**src/pfa_pkg.sv**
```systemverilog
`timescale 1ns / 1ps
package pfa_pkg;
    localparam int FRAME_COUNT   = 64;
    localparam int PAGE_SIZE     = 32;
    localparam int MAX_PROCESSES = 8;
    localparam int MAX_PAGES     = 64;

    localparam int FRAME_W = (FRAME_COUNT > 1) ? $clog2(FRAME_COUNT) : 1;
    localparam int FCNT_W  = $clog2(FRAME_COUNT + 1);
    localparam int SLOT_W  = (MAX_PROCESSES > 1) ? $clog2(MAX_PROCESSES) : 1;
    localparam int PAGE_W  = (MAX_PAGES > 1) ? $clog2(MAX_PAGES) : 1;
    localparam int PCNT_W  = $clog2(MAX_PAGES + 1);
    localparam int NPG_W   = 17;
    localparam int PT_DEPTH = MAX_PROCESSES * MAX_PAGES;
    localparam int PT_AW   = SLOT_W + PAGE_W;

    typedef enum logic [1:0] {
        OP_CREATE    = 2'd0,
        OP_RESIZE    = 2'd1,
        OP_TRANSLATE = 2'd2,
        OP_FINISH    = 2'd3
    } op_t;

    typedef enum logic [2:0] {
        ST_OK      = 3'd0,
        ST_NOMEM   = 3'd1,
        ST_NOPROC  = 3'd2,
        ST_BADPAGE = 3'd3,
        ST_FULL    = 3'd4
    } status_t;

    typedef enum logic [3:0] {
        S_IDLE, S_LOOKUP, S_DECIDE, S_GROW_SCAN, S_GROW_WRITE,
        S_SHRINK_RD, S_SHRINK_WAIT, S_SHRINK_FREE, S_XLATE_RD, S_XLATE_WAIT, S_DONE
    } state_t;

    typedef struct packed {
        logic [1:0]  operation;
        logic [31:0] pid;
        logic [15:0] size_bytes;
        logic [5:0]  page_number;
    } in_item_t;

    typedef struct packed {
        logic [2:0] status;
        logic [5:0] frame;
        logic [6:0] page_count;
    } out_item_t;

    // controller -> datapath
    typedef struct packed {
        logic load;        // capture input item
        logic lookup;      // capture slot search results
        logic scan_reset;  // restart frame scan at zero
        logic scan_step;   // advance frame scan
        logic grow_write;  // claim scanned frame, append page
        logic shrink_rd;   // read last page's frame entry
        logic shrink_free; // release frame, drop last page
        logic xlate_rd;    // read translated page entry
        logic create_slot; // claim free slot for create
        logic release_slot;// release slot on finish
        logic set_result;  // build the result item
        logic [2:0] status;
    } pfa_cmd_t;

    // datapath -> controller
    typedef struct packed {
        logic [1:0] operation;
        logic found;
        logic has_free_slot;
        logic nomem_create;
        logic nomem_grow;
        logic need_grow;
        logic need_shrink;
        logic grow_more;   // another page still missing after this append
        logic shrink_more; // another page still to drop after this release
        logic bad_page;
        logic scan_free;
    } pfa_stat_t;
endpackage

```
**src/paged_frame_allocator_unit.sv**
```systemverilog
`timescale 1ns / 1ps
// Each item passes lookup and decide; each page grown scans past used frames
// and then writes, and each page freed is read, waited on and released.
// One item at a time: a new item is taken only after the last result is loaded.
// Reset: rst_n asynchronous, active low; clears bitmap, free count, slot
// valid bits and control. Slot pids and page table are undefined until written.
module paged_frame_allocator_unit (
    input  logic                clk,
    input  logic                rst_n,
    input  logic                in_valid,
    output logic                in_stall,
    input  pfa_pkg::in_item_t   in_data,
    output logic                out_valid,
    input  logic                out_stall,
    output pfa_pkg::out_item_t  out_data
);
    pfa_pkg::pfa_cmd_t  cmd;
    pfa_pkg::pfa_stat_t stat;
    logic               res_load;
    logic               out_valid_reg;

    // Hold the result in the output register until taken; the controller
    // waits in its done state while that register is still occupied.
    always_ff @(posedge clk or negedge rst_n)
    begin
        if (!rst_n)
            out_valid_reg <= 1'b0;
        else if (res_load)
            out_valid_reg <= 1'b1;
        else if (!out_stall)
            out_valid_reg <= 1'b0;
    end

    assign out_valid = out_valid_reg;

    pfa_ctrl u_ctrl (
        .clk      (clk),
        .rst_n    (rst_n),
        .in_valid (in_valid),
        .in_stall (in_stall),
        .out_busy (out_valid_reg && out_stall),
        .res_load (res_load),
        .stat     (stat),
        .cmd      (cmd)
    );

    pfa_datapath u_dp (
        .clk     (clk),
        .rst_n   (rst_n),
        .in_item (in_data),
        .cmd     (cmd),
        .stat    (stat),
        .res     (out_data)
    );
endmodule

```
**src/pfa_ctrl.sv**
```systemverilog
`timescale 1ns / 1ps
module pfa_ctrl (
    input  logic             clk,
    input  logic             rst_n,
    input  logic             in_valid,
    output logic             in_stall,
    input  logic             out_busy,
    output logic             res_load,
    input  pfa_pkg::pfa_stat_t stat,
    output pfa_pkg::pfa_cmd_t  cmd
);
    pfa_pkg::state_t state_reg, state_next;

    always_ff @(posedge clk or negedge rst_n)
    begin
        if (!rst_n)
            state_reg <= pfa_pkg::S_IDLE;
        else
            state_reg <= state_next;
    end

    always_comb
    begin
        state_next = state_reg;
        case (state_reg)
            pfa_pkg::S_IDLE:
                if (in_valid) state_next = pfa_pkg::S_LOOKUP;
            pfa_pkg::S_LOOKUP:
                state_next = pfa_pkg::S_DECIDE;
            pfa_pkg::S_DECIDE:
            begin
                state_next = pfa_pkg::S_DONE;
                case (stat.operation)
                    pfa_pkg::OP_CREATE:
                        if (stat.has_free_slot && !stat.nomem_create && stat.need_grow)
                            state_next = pfa_pkg::S_GROW_SCAN;
                    pfa_pkg::OP_RESIZE:
                        if (stat.found)
                        begin
                            if (stat.need_shrink)
                                state_next = pfa_pkg::S_SHRINK_RD;
                            else if (stat.need_grow && !stat.nomem_grow)
                                state_next = pfa_pkg::S_GROW_SCAN;
                        end
                    pfa_pkg::OP_TRANSLATE:
                        if (stat.found && !stat.bad_page)
                            state_next = pfa_pkg::S_XLATE_RD;
                    pfa_pkg::OP_FINISH:
                        if (stat.found && stat.need_shrink)
                            state_next = pfa_pkg::S_SHRINK_RD;
                    default: state_next = pfa_pkg::S_DONE;
                endcase
            end
            pfa_pkg::S_GROW_SCAN:
                if (stat.scan_free) state_next = pfa_pkg::S_GROW_WRITE;
            pfa_pkg::S_GROW_WRITE:
                state_next = stat.grow_more ? pfa_pkg::S_GROW_SCAN : pfa_pkg::S_DONE;
            pfa_pkg::S_SHRINK_RD:   state_next = pfa_pkg::S_SHRINK_WAIT;
            pfa_pkg::S_SHRINK_WAIT: state_next = pfa_pkg::S_SHRINK_FREE;
            pfa_pkg::S_SHRINK_FREE:
                state_next = stat.shrink_more ? pfa_pkg::S_SHRINK_RD : pfa_pkg::S_DONE;
            pfa_pkg::S_XLATE_RD:    state_next = pfa_pkg::S_XLATE_WAIT;
            pfa_pkg::S_XLATE_WAIT:  state_next = pfa_pkg::S_DONE;
            pfa_pkg::S_DONE:
                if (!out_busy) state_next = pfa_pkg::S_IDLE;
            default: state_next = pfa_pkg::S_IDLE;
        endcase
    end

    always_comb
    begin
        cmd      = '0;
        cmd.status = pfa_pkg::ST_OK;
        in_stall = 1'b1;
        res_load = 1'b0;
        case (state_reg)
            pfa_pkg::S_IDLE:
            begin
                in_stall = 1'b0;
                cmd.load = in_valid;
            end
            pfa_pkg::S_LOOKUP: cmd.lookup = 1'b1;
            pfa_pkg::S_DECIDE:
            begin
                cmd.scan_reset = 1'b1;
                if (stat.operation == pfa_pkg::OP_CREATE && stat.has_free_slot
                    && !stat.nomem_create)
                    cmd.create_slot = 1'b1;
            end
            pfa_pkg::S_GROW_SCAN:
                if (!stat.scan_free) cmd.scan_step = 1'b1;
            pfa_pkg::S_GROW_WRITE:  cmd.grow_write = 1'b1;
            pfa_pkg::S_SHRINK_RD:   cmd.shrink_rd = 1'b1;
            pfa_pkg::S_SHRINK_FREE: cmd.shrink_free = 1'b1;
            pfa_pkg::S_XLATE_RD:    cmd.xlate_rd = 1'b1;
            pfa_pkg::S_DONE:
            begin
                if (!out_busy)
                begin
                    res_load = 1'b1;
                    cmd.set_result = 1'b1;
                    if (stat.operation == pfa_pkg::OP_FINISH && stat.found)
                        cmd.release_slot = 1'b1;
                end
                case (stat.operation)
                    pfa_pkg::OP_CREATE:
                        cmd.status = !stat.has_free_slot ? pfa_pkg::ST_FULL :
                                     stat.nomem_create ? pfa_pkg::ST_NOMEM : pfa_pkg::ST_OK;
                    pfa_pkg::OP_RESIZE:
                        cmd.status = !stat.found ? pfa_pkg::ST_NOPROC :
                                     stat.nomem_grow ? pfa_pkg::ST_NOMEM : pfa_pkg::ST_OK;
                    pfa_pkg::OP_TRANSLATE:
                        cmd.status = !stat.found ? pfa_pkg::ST_NOPROC :
                                     stat.bad_page ? pfa_pkg::ST_BADPAGE : pfa_pkg::ST_OK;
                    default:
                        cmd.status = !stat.found ? pfa_pkg::ST_NOPROC : pfa_pkg::ST_OK;
                endcase
            end
            default: ;
        endcase
    end
endmodule

```
**src/pfa_datapath.sv**
```systemverilog
`timescale 1ns / 1ps
module pfa_datapath (
    input  logic                clk,
    input  logic                rst_n,
    input  pfa_pkg::in_item_t   in_item,
    input  pfa_pkg::pfa_cmd_t   cmd,
    output pfa_pkg::pfa_stat_t  stat,
    output pfa_pkg::out_item_t  res
);
    localparam int FW = pfa_pkg::FRAME_W;
    localparam int SW = pfa_pkg::SLOT_W;
    localparam int PW = pfa_pkg::PAGE_W;
    localparam int CW = pfa_pkg::PCNT_W;
    localparam int NW = pfa_pkg::NPG_W;

    logic [pfa_pkg::FRAME_COUNT-1:0]   used_reg;
    logic [pfa_pkg::FCNT_W-1:0]        free_reg;
    logic [pfa_pkg::MAX_PROCESSES-1:0] valid_reg;
    logic [31:0]                       spid_reg  [pfa_pkg::MAX_PROCESSES];
    logic [CW-1:0]                     spages_reg[pfa_pkg::MAX_PROCESSES];
    logic [FW-1:0]                     pt_mem    [pfa_pkg::PT_DEPTH];
    logic [FW-1:0]                     pt_rd_reg;

    pfa_pkg::in_item_t item_reg;
    logic [SW-1:0] slot_reg;
    logic          found_reg, has_free_reg;
    logic [NW-1:0] want_reg;
    logic [CW-1:0] cur_reg;
    logic [FW-1:0] scan_reg;

    logic [SW-1:0] hit_idx, free_idx;
    logic          hit, any_free;
    logic [NW-1:0] want_c, cur_w, free_w, lim_w;

    // priority search over the slot table, lowest slot wins
    always_comb
    begin
        hit = 1'b0; hit_idx = '0; any_free = 1'b0; free_idx = '0;
        for (int s = pfa_pkg::MAX_PROCESSES - 1; s >= 0; s--)
        begin
            if (valid_reg[s] && spid_reg[s] == item_reg.pid)
            begin
                hit = 1'b1; hit_idx = SW'(s);
            end
            if (!valid_reg[s])
            begin
                any_free = 1'b1; free_idx = SW'(s);
            end
        end
    end

    assign want_c = NW'((17'(item_reg.size_bytes) + 17'(pfa_pkg::PAGE_SIZE - 1))
                        / pfa_pkg::PAGE_SIZE);
    assign cur_w  = NW'(cur_reg);
    assign free_w = NW'(free_reg);
    assign lim_w  = NW'(pfa_pkg::MAX_PAGES);

    // free + held pages stays constant while growing, so the verdict holds
    // through to the result
    assign stat.operation     = item_reg.operation;
    assign stat.found         = found_reg;
    assign stat.has_free_slot = has_free_reg;
    assign stat.nomem_create  = (want_reg > lim_w) || (want_reg > free_w + cur_w);
    assign stat.nomem_grow    = (want_reg > lim_w) || (want_reg > free_w + cur_w);
    assign stat.need_grow     = want_reg > cur_w;
    assign stat.need_shrink   = (item_reg.operation == pfa_pkg::OP_FINISH) ?
                                (cur_reg != '0) : (want_reg < cur_w);
    assign stat.grow_more     = want_reg > cur_w + NW'(1);
    assign stat.shrink_more   = (item_reg.operation == pfa_pkg::OP_FINISH) ?
                                (cur_reg > CW'(1)) : (want_reg + NW'(1) < cur_w);
    assign stat.bad_page      = NW'(item_reg.page_number) >= cur_w;
    assign stat.scan_free     = !used_reg[scan_reg];

    logic [pfa_pkg::PT_AW-1:0] wr_addr, rd_addr;
    assign wr_addr = {slot_reg, cur_reg[PW-1:0]};
    assign rd_addr = cmd.xlate_rd ? {slot_reg, item_reg.page_number[PW-1:0]}
                                  : {slot_reg, PW'(cur_reg - 1'b1)};

    always_ff @(posedge clk)
    begin
        if (cmd.grow_write)
            pt_mem[wr_addr] <= scan_reg;
        if (cmd.shrink_rd || cmd.xlate_rd)
            pt_rd_reg <= pt_mem[rd_addr];
    end

    always_ff @(posedge clk)
    begin
        if (cmd.load)
            item_reg <= in_item;
        if (cmd.lookup)
        begin
            found_reg     <= hit;
            has_free_reg  <= any_free;
            want_reg      <= want_c;
            slot_reg      <= (item_reg.operation == pfa_pkg::OP_CREATE) ? free_idx : hit_idx;
            cur_reg       <= (item_reg.operation == pfa_pkg::OP_CREATE) ? '0 : spages_reg[hit_idx];
        end
        if (cmd.scan_reset)
            scan_reg <= '0;
        else if (cmd.scan_step)
            scan_reg <= scan_reg + 1'b1;
        if (cmd.grow_write)
        begin
            cur_reg <= cur_reg + 1'b1;
            spages_reg[slot_reg] <= cur_reg + 1'b1;
        end
        if (cmd.shrink_free)
        begin
            cur_reg <= cur_reg - 1'b1;
            spages_reg[slot_reg] <= cur_reg - 1'b1;
        end
        if (cmd.create_slot)
        begin
            spid_reg[slot_reg]   <= item_reg.pid;
            spages_reg[slot_reg] <= '0;
        end
        if (cmd.set_result)
        begin
            res.status <= cmd.status;
            res.frame  <= (cmd.status == pfa_pkg::ST_OK &&
                           item_reg.operation == pfa_pkg::OP_TRANSLATE) ?
                          6'(pt_rd_reg) : 6'd0;
            res.page_count <= (cmd.status == pfa_pkg::ST_FULL ||
                               cmd.status == pfa_pkg::ST_NOPROC ||
                               item_reg.operation == pfa_pkg::OP_FINISH ||
                               (item_reg.operation == pfa_pkg::OP_CREATE &&
                                cmd.status == pfa_pkg::ST_NOMEM)) ? 7'd0 : 7'(cur_reg);
        end
    end

    always_ff @(posedge clk or negedge rst_n)
    begin
        if (!rst_n)
        begin
            used_reg  <= '0;
            free_reg  <= pfa_pkg::FCNT_W'(pfa_pkg::FRAME_COUNT);
            valid_reg <= '0;
        end
        else
        begin
            if (cmd.grow_write)
            begin
                used_reg[scan_reg] <= 1'b1;
                free_reg <= free_reg - 1'b1;
            end
            if (cmd.shrink_free && used_reg[pt_rd_reg])
            begin
                used_reg[pt_rd_reg] <= 1'b0;
                free_reg <= free_reg + 1'b1;
            end
            if (cmd.create_slot)
                valid_reg[slot_reg] <= 1'b1;
            if (cmd.release_slot)
                valid_reg[slot_reg] <= 1'b0;
        end
    end
endmodule

```
**config.mk**
```make
export PLATFORM = sky130hd
export DESIGN_NAME = paged_frame_allocator_unit
export DESIGN_NICKNAME = d
export VERILOG_FILES = /design/src/pfa_pkg.sv /design/src/paged_frame_allocator_unit.sv /design/src/pfa_ctrl.sv /design/src/pfa_datapath.sv
export SDC_FILE = /design/constraint.sdc
export NUM_CORES = 2
export LEC_CHECK = 0
export BUFFER_PORTS_ARGS = -buffer_cell sky130_fd_sc_hd__buf_2
export CORE_ASPECT_RATIO = 0.7
export CORE_MARGIN = 2
export CORE_UTILIZATION = 45
export DETAILED_ROUTE_END_ITERATION = 6
export PLACE_DENSITY_LB_ADDON = 0.12
export SYNTH_ARGS = -nofsm -noshare
export SYNTH_HDL_FRONTEND = slang
export SYNTH_SLANG_ARGS = --single-unit
```
**constraint.sdc**
```tcl
create_clock -name clk -period 26.7 [get_ports clk]
set_input_delay 4.005 -clock clk [delete_from_list [all_inputs] [get_ports clk]]
set_output_delay 4.005 -clock clk [all_outputs]
set_load 0.1 [all_outputs]
```
======== Word level (Yosys, flattened, before mapping) ========
Memory sizes are Yosys's and may differ from the RTL's. A register that Yosys moved wholly into a read port is not among the register bits.
Cells that the tools add are included.
storage, ports and cells
  flip-flop bits (word level) ............. 191
  memory bits (writable) .................. 3384
  input port bits ......................... 60
  output and inout bits ................... 18
  logic and storage cells ................. 208
  memories ................................ 3
memory list
  name             words  bits a word  read ports  clocked after memory_dff  wr ports  RTL line            source
  u_dp.pt_mem      512    6            1           1                         1         pfa_datapath.sv:21  logic [FW-1:0] pt_mem [pfa_pkg::PT_DEPTH];
  u_dp.spid_reg    8      32           8           0                         1         pfa_datapath.sv:19  logic [31:0] spid_reg [pfa_pkg::MAX_PROCESSES];
  u_dp.spages_reg  8      7            1           0                         1         pfa_datapath.sv:20  logic [CW-1:0] spages_reg[pfa_pkg::MAX_PROCESSES];
cells by class
  $add $sub $neg .......................... 9
  magnitude comparators ................... 14
  equal/unequal tests ..................... 28
  muxes and demuxes ....................... 89
  bitwise logic cells ..................... 8
  reduce and logical (&&, ||, !) cells .... 39
operators with widths
  cell                                                                               count
  32-bit == test                                                                     8
  64-bit two-way mux                                                                 2
  64-bit bitwise AND                                                                 1
  64-bit NOT                                                                         1
  64-bit OR                                                                          1
  3-bit two-way mux                                                                  20
  7-bit two-way mux                                                                  8
  4-bit one-hot mux with 11 select lines                                             1
  4-bit two-way mux                                                                  10
  17-bit greater-than comparator                                                     2
  17-bit by 7-bit less-than comparator with 1-bit output                             2
  1-bit two-way mux                                                                  33
  1-bit logical AND                                                                  23
  16-bit by 5-bit adder with 17-bit output (second input constant)                   1
  17-bit by 1-bit adder with 17-bit output (second input constant)                   1
  17-bit by 7-bit greater-than comparator with 1-bit output                          1
  17-bit by 7-bit greater-than comparator with 1-bit output (second input constant)  1
  4-bit by 3-bit == test with 1-bit output (second input constant)                   4
  8-bit two-way mux                                                                  2
  4-bit one-hot mux with 4 select lines                                              1
  7-bit by 1-bit adder with 7-bit output (second input constant)                     2
  6-bit by 7-bit less-than comparator with 1-bit output (second input constant)      2
  7-bit by 1-bit subtractor with 7-bit output (second input constant)                2
  1-bit binary-select mux with 6-bit select                                          2
  other kinds (39)                                                                   56

======== Longest topological paths before layout ========
An unclocked memory read counts as a cell.
  depth in word-level cells ............... 16
  mapped depth ............................ 18

======== Hierarchy ========
A second synthesis with hierarchy kept.
unflattened totals
  cell total of the unflattened synthesis .. 7462
  area, all modules ....................... 143926.8 µm²
by module, submodules not included
  module                      instances  cells an instance  area an instance (µm²)  seq. area each (µm²)
  pfa_datapath                1          7375               143313.7                106778.7
  pfa_ctrl                    1          84                 574.3                   100.1
  paged_frame_allocator_unit  1          3                  38.8                    25.0

======== Worst setup path before layout ========
Ideal clock, no wire load.
  path kind ............................... register -> register
  start point ............................. register u_dp.scan_reg[2]
  end point ............................... register u_dp.scan_reg[4]
  data arrival time ....................... 9.619 ns
  required time ........................... 26.573 ns
  slack ................................... 16.954 ns
  cell stages (with the launch flop) ...... 13
  path buffers ............................ 1
  period minus slack after synthesis ...... 9.746 ns
  path through ............................ dfxtp_1 -> buf_2 -> nor3b_1 -> a22o_1 -> a221oi_1 -> a311oi_1 -> o21ai_0 -> nand4_1 -> nand4_1 -> nor2_1 -> and3_1 -> xnor2_1 -> nor2_1
between the ends
  cells in the longest elaborated chain, start to end .. 4
  elaborated cells on any way between the ends .. 5
ends and longest elaborated chain
  what                                       RTL line             source
  from (decl)                                pfa_datapath.sv:29   logic [FW-1:0] scan_reg;
  from (signal assigned)                     pfa_datapath.sv:102  scan_reg <= scan_reg + 1'b1;
  1-bit binary-select mux with 6-bit select  pfa_datapath.sv:72   assign stat.scan_free = !used_reg[scan_reg];
  1-bit two-way mux (implied by the code)    pfa_datapath.sv:72
  1-bit two-way mux                          pfa_ctrl.sv:91       if (!stat.scan_free) cmd.scan_step = 1'b1;
  1-bit two-way mux                          pfa_ctrl.sv:76       case (state_reg)
Several ways; a longest one is shown, not always the timed one. The select of a mux whose other input is x is not followed.
A chain may end at the register's enable or synchronous reset.

======== Worst setup path after layout ========
  start point ............................. register u_ctrl.state_reg[1]
  end point ............................... register u_dp.pt_rd_reg[3] (read register of u_dp.pt_mem) (data pin)
between the ends
  cells in the longest elaborated chain, start to end .. 3
  elaborated cells on any way between the ends .. 6
ends and longest elaborated chain
  what                                                                       RTL line                                source
  from (decl)                                                                pfa_ctrl.sv:12                          pfa_pkg::state_t state_reg, state_next;
  from (signal assigned)                                                     pfa_ctrl.sv:17                          state_reg <= pfa_pkg::S_IDLE;
  from (signal assigned)                                                     pfa_ctrl.sv:19                          state_reg <= state_next;
  4-bit == test or 4-bit by 3-bit == test with 1-bit output (tied branches)  pfa_ctrl.sv:76
  1-bit two-way mux                                                          pfa_ctrl.sv:76
  6-bit two-way mux or 1-bit logical OR (tied branches)                      pfa_datapath.sv:76, pfa_datapath.sv:83
  to (decl)                                                                  pfa_datapath.sv:22                      logic [FW-1:0] pt_rd_reg;
Several ways; a longest one is shown, not always the timed one.

==> run summary <==
Avg Inst Size Synth -> 18.92 um^2
CTS resizes -> 0
FF/Latch Area -> 106900 um^2
Number of flops mapped to enable cells by yosys -> 3486
Vias per cell -> 6.006
Syn-to-layout area delta -> 11.13%
Routed WL -> 382.5 mm
Setup WS pre-CTS -> 18.11 ns
Worst-Skew Late Latency -> 0.91 ns
Setup crit start kind -> flop
First-pass GRT wire length -> 544.4 mm
Die area -> 325700 um^2
Ys Warns -> 0
Sequential area share after synthesis -> 0.7398
Drt drc -> 0
# fillers -> 25790
Run status -> finished, final reports clean
F_max -> 117.9 MHz
Routability congestion estimate -> 0.8088
Clock Skew -> 0.03978 ns
Vias -> 74140
Final Hold Viols -> 0
Final Max Tran Viols -> 0
Fin Hold WS -> 0.4964 ns
CP peak stage delay -> 1.02 ns
Worst Tran Pin Value -> 1.375 ns
Syn Nets -> 7757
Commonest non-fill, non-tap cell in the layout -> edfxtp_1
Wire per inst -> 30.99 um
CTS root buf -> clkbuf_16
Top_reg_cell synth -> edfxtp_1
Async SR Flop Fraction -> 0.02349
Final critical-path share of the clock period -> 0.3175
Initial Util -> 0.4512
Arrival time worst endpoint -> 9.09 ns
Setup CP Type -> reg2reg
I/O pin count -> 78
CTS tree -> done
Num Clock Sinks -> 3576
Unique masters post-synth -> 79
Power Total -> 16.01 mW
Leakage -> 45.84 nW
Post-Syn Area -> 144500 um^2
Vias in the first global route -> 73410
Reg-to-reg critical path endpoint -> u_dp.pt_rd_reg[3]
Rows -> 174
Layout cell share with drive strength beyond 1 -> 0.1952
# nets final -> 7881
VDD IR max -> 0.1163 mV
RSZ-0062 raised after global routing -> no
Die Y -> 478.1 um
Setup ws final -> 18.22 ns
Post-CTS Setup Bufs -> 0
Core Region -> 320300 um^2
Initial antenna violation count -> 16
Total gr overflow -> 0
Number of max-cap violations -> 0
Max reg flops -> 3072
Post-Syn Instances -> 7639
Placed insts -> 11720
Core Util, Final -> 0.5015
Max stage delay cell, worst path -> or4b_1
GRT Total Usage -> 0.2325
Hold Crit Class -> reg2reg
Sum Neg Setup Slack -> 0 ns
Fin cells -> 12340
Clk pin slew, worst setup/hold paths -> 0.07 ns
FF+latch count, synth -> 3576
Hold-fix buffers, CTS -> 0
Largest net degree at the start of global routing -> 214
Setup Viol. Count Final -> 0
Post-route cell area -> 160600 um^2
Detailed Routing Iterations Pass 1 -> 6
Worst-path cell chain -> or4b_1 -> o21ai_4 -> buf_4 -> buf_12 -> buf_4 -> buf_4 -> buf_4 -> mux4_2 -> nor2b_1 -> a211oi_1 -> a21oi_1 -> a21oi_1 -> o22ai_1 -> nor4_1 -> nand3_1
Hold Path Cell Cnt -> 1
Crit path launch -> u_ctrl.state_reg[1]
Max Root-Sink Buffers -> 4
DP Wirelength -> 225.9 mm
R2r setup slk -> 18.22 ns
Pwr Density -> 99.71 nW/um^2
Most frequent cells in the layout -> 3486 x edfxtp_1, 774 x mux4_2, 613 x nor2_1
Number of I/O port buffers -> 77
FF-to-FF path depth -> 15
Initial DRC count -> 8940
CP endpoint kind -> flop
Worst Path Required -> 27.31 ns
Critical-path maximum fanout -> 82
Multi-input gate area -> 35560 um^2
CP endpoint -> u_dp.pt_rd_reg[3]
Area after DPL -> 149800 um^2
Total CTS buffers -> 349
Post-layout min period -> 8.478 ns
Rel. slew slack -> 0.08119
Die width -> 681.3 um
Most frequent cell on the critical path -> buf_4
FF-to-FF Start -> u_ctrl.state_reg[1]
Routed Antenna Nets -> 0
Htree depth -> 5
## worst max-delay path, delay by kind of cell, from the launching register on
family	cells	cell delay, ns
AOI/OAI and AO/OA	5	1.42
buffers and inverters	5	3.16
DFF	1	0.53
muxes	1	0.62
and+or+nand+nor	4	2.17
## cell type report
class,count,share of cell area
flip-flops and latches,3576,0.6658
multi-input cells,3559,0.2214
clock buffers,420,0.05697
well taps,4312,0.03360
repair buffers,243,0.01127
clock inverters,195,0.01004
inverters,34,0.0007947
diodes,5,0.00007791
## per-layer routing
metal	GRT usage	routed length, um
met5	0	17
met1	0.3562	170900
met3	0.06522	37030
met4	0.06182	10570
met2	0.3268	164000
## worst min-delay path by stage
stage | startpoint | end | slack (ns)
final | u_dp.free_reg[6] | u_dp.free_reg[6] | 0.50
after global routing | u_dp.free_reg[6] | u_dp.free_reg[6] | 0.51
after CTS | u_dp.free_reg[6] | u_dp.free_reg[6] | 0.50
after detailed placement | u_dp.free_reg[6] | u_dp.free_reg[6] | 0.49
after global placement | u_dp.free_reg[6] | u_dp.free_reg[6] | 0.48
after floorplan | u_dp.free_reg[6] | u_dp.free_reg[6] | 0.47
## power by group
| part | internal, mW | leakage [nW] | switching [mW] |
|---|---|---|---|
| sequential | 6.40 | 29.4 | 0.0806 |
| clock | 2.68 | 5.27 | 2.10 |
| combinational | 1.57 | 11.2 | 3.18 |
## Yosys cell counts (13+ instances only)
cell         n  area [um^2]
a211oi_1   294         2207
a21o_1      13        97.59
a21oi_1    335         1677
a22oi_1     23        172.7
and3_1      19        118.9
buf_1       28        105.1
buf_2      135        675.7
buf_4       45        337.8
buf_6       27        304.0
clkbuf_1   235        882.1
dfrtp_1     83         2077
edfxtp_1  3486       104700
ha_1        56        700.7
inv_1       31        116.4
mux2_2      16        180.2
mux2i_1    239         2392
mux4_2     774        17430
nand2_1    136        510.5
nand2b_1    20        125.1
nand3_1     68        340.3
nand4_1     71        444.2
nor2_1     627         2354
nor2b_1    200         1251
nor3_1      42        210.2
nor3b_1     17        127.6
nor4_1      59        369.1
o21a_1      14        105.1
o21ai_0     42        210.2
o22ai_1     42        262.8
xnor2_1    162         1419
xor2_1     135         1182
## logic make-up after synthesis
| family | Yosys count | synth area share |
|---|---|---|
| compound gates | 844 | 0.03745 |
| mux | 1032 | 0.1387 |
| flops | 3576 | 0.7398 |
| buf+inv | 504 | 0.01683 |
| xor+xnor | 297 | 0.01800 |
| fa+ha+maj | 58 | 0.005126 |
| simple gates | 1328 | 0.04412 |
(Power assumes the default switching activity.)
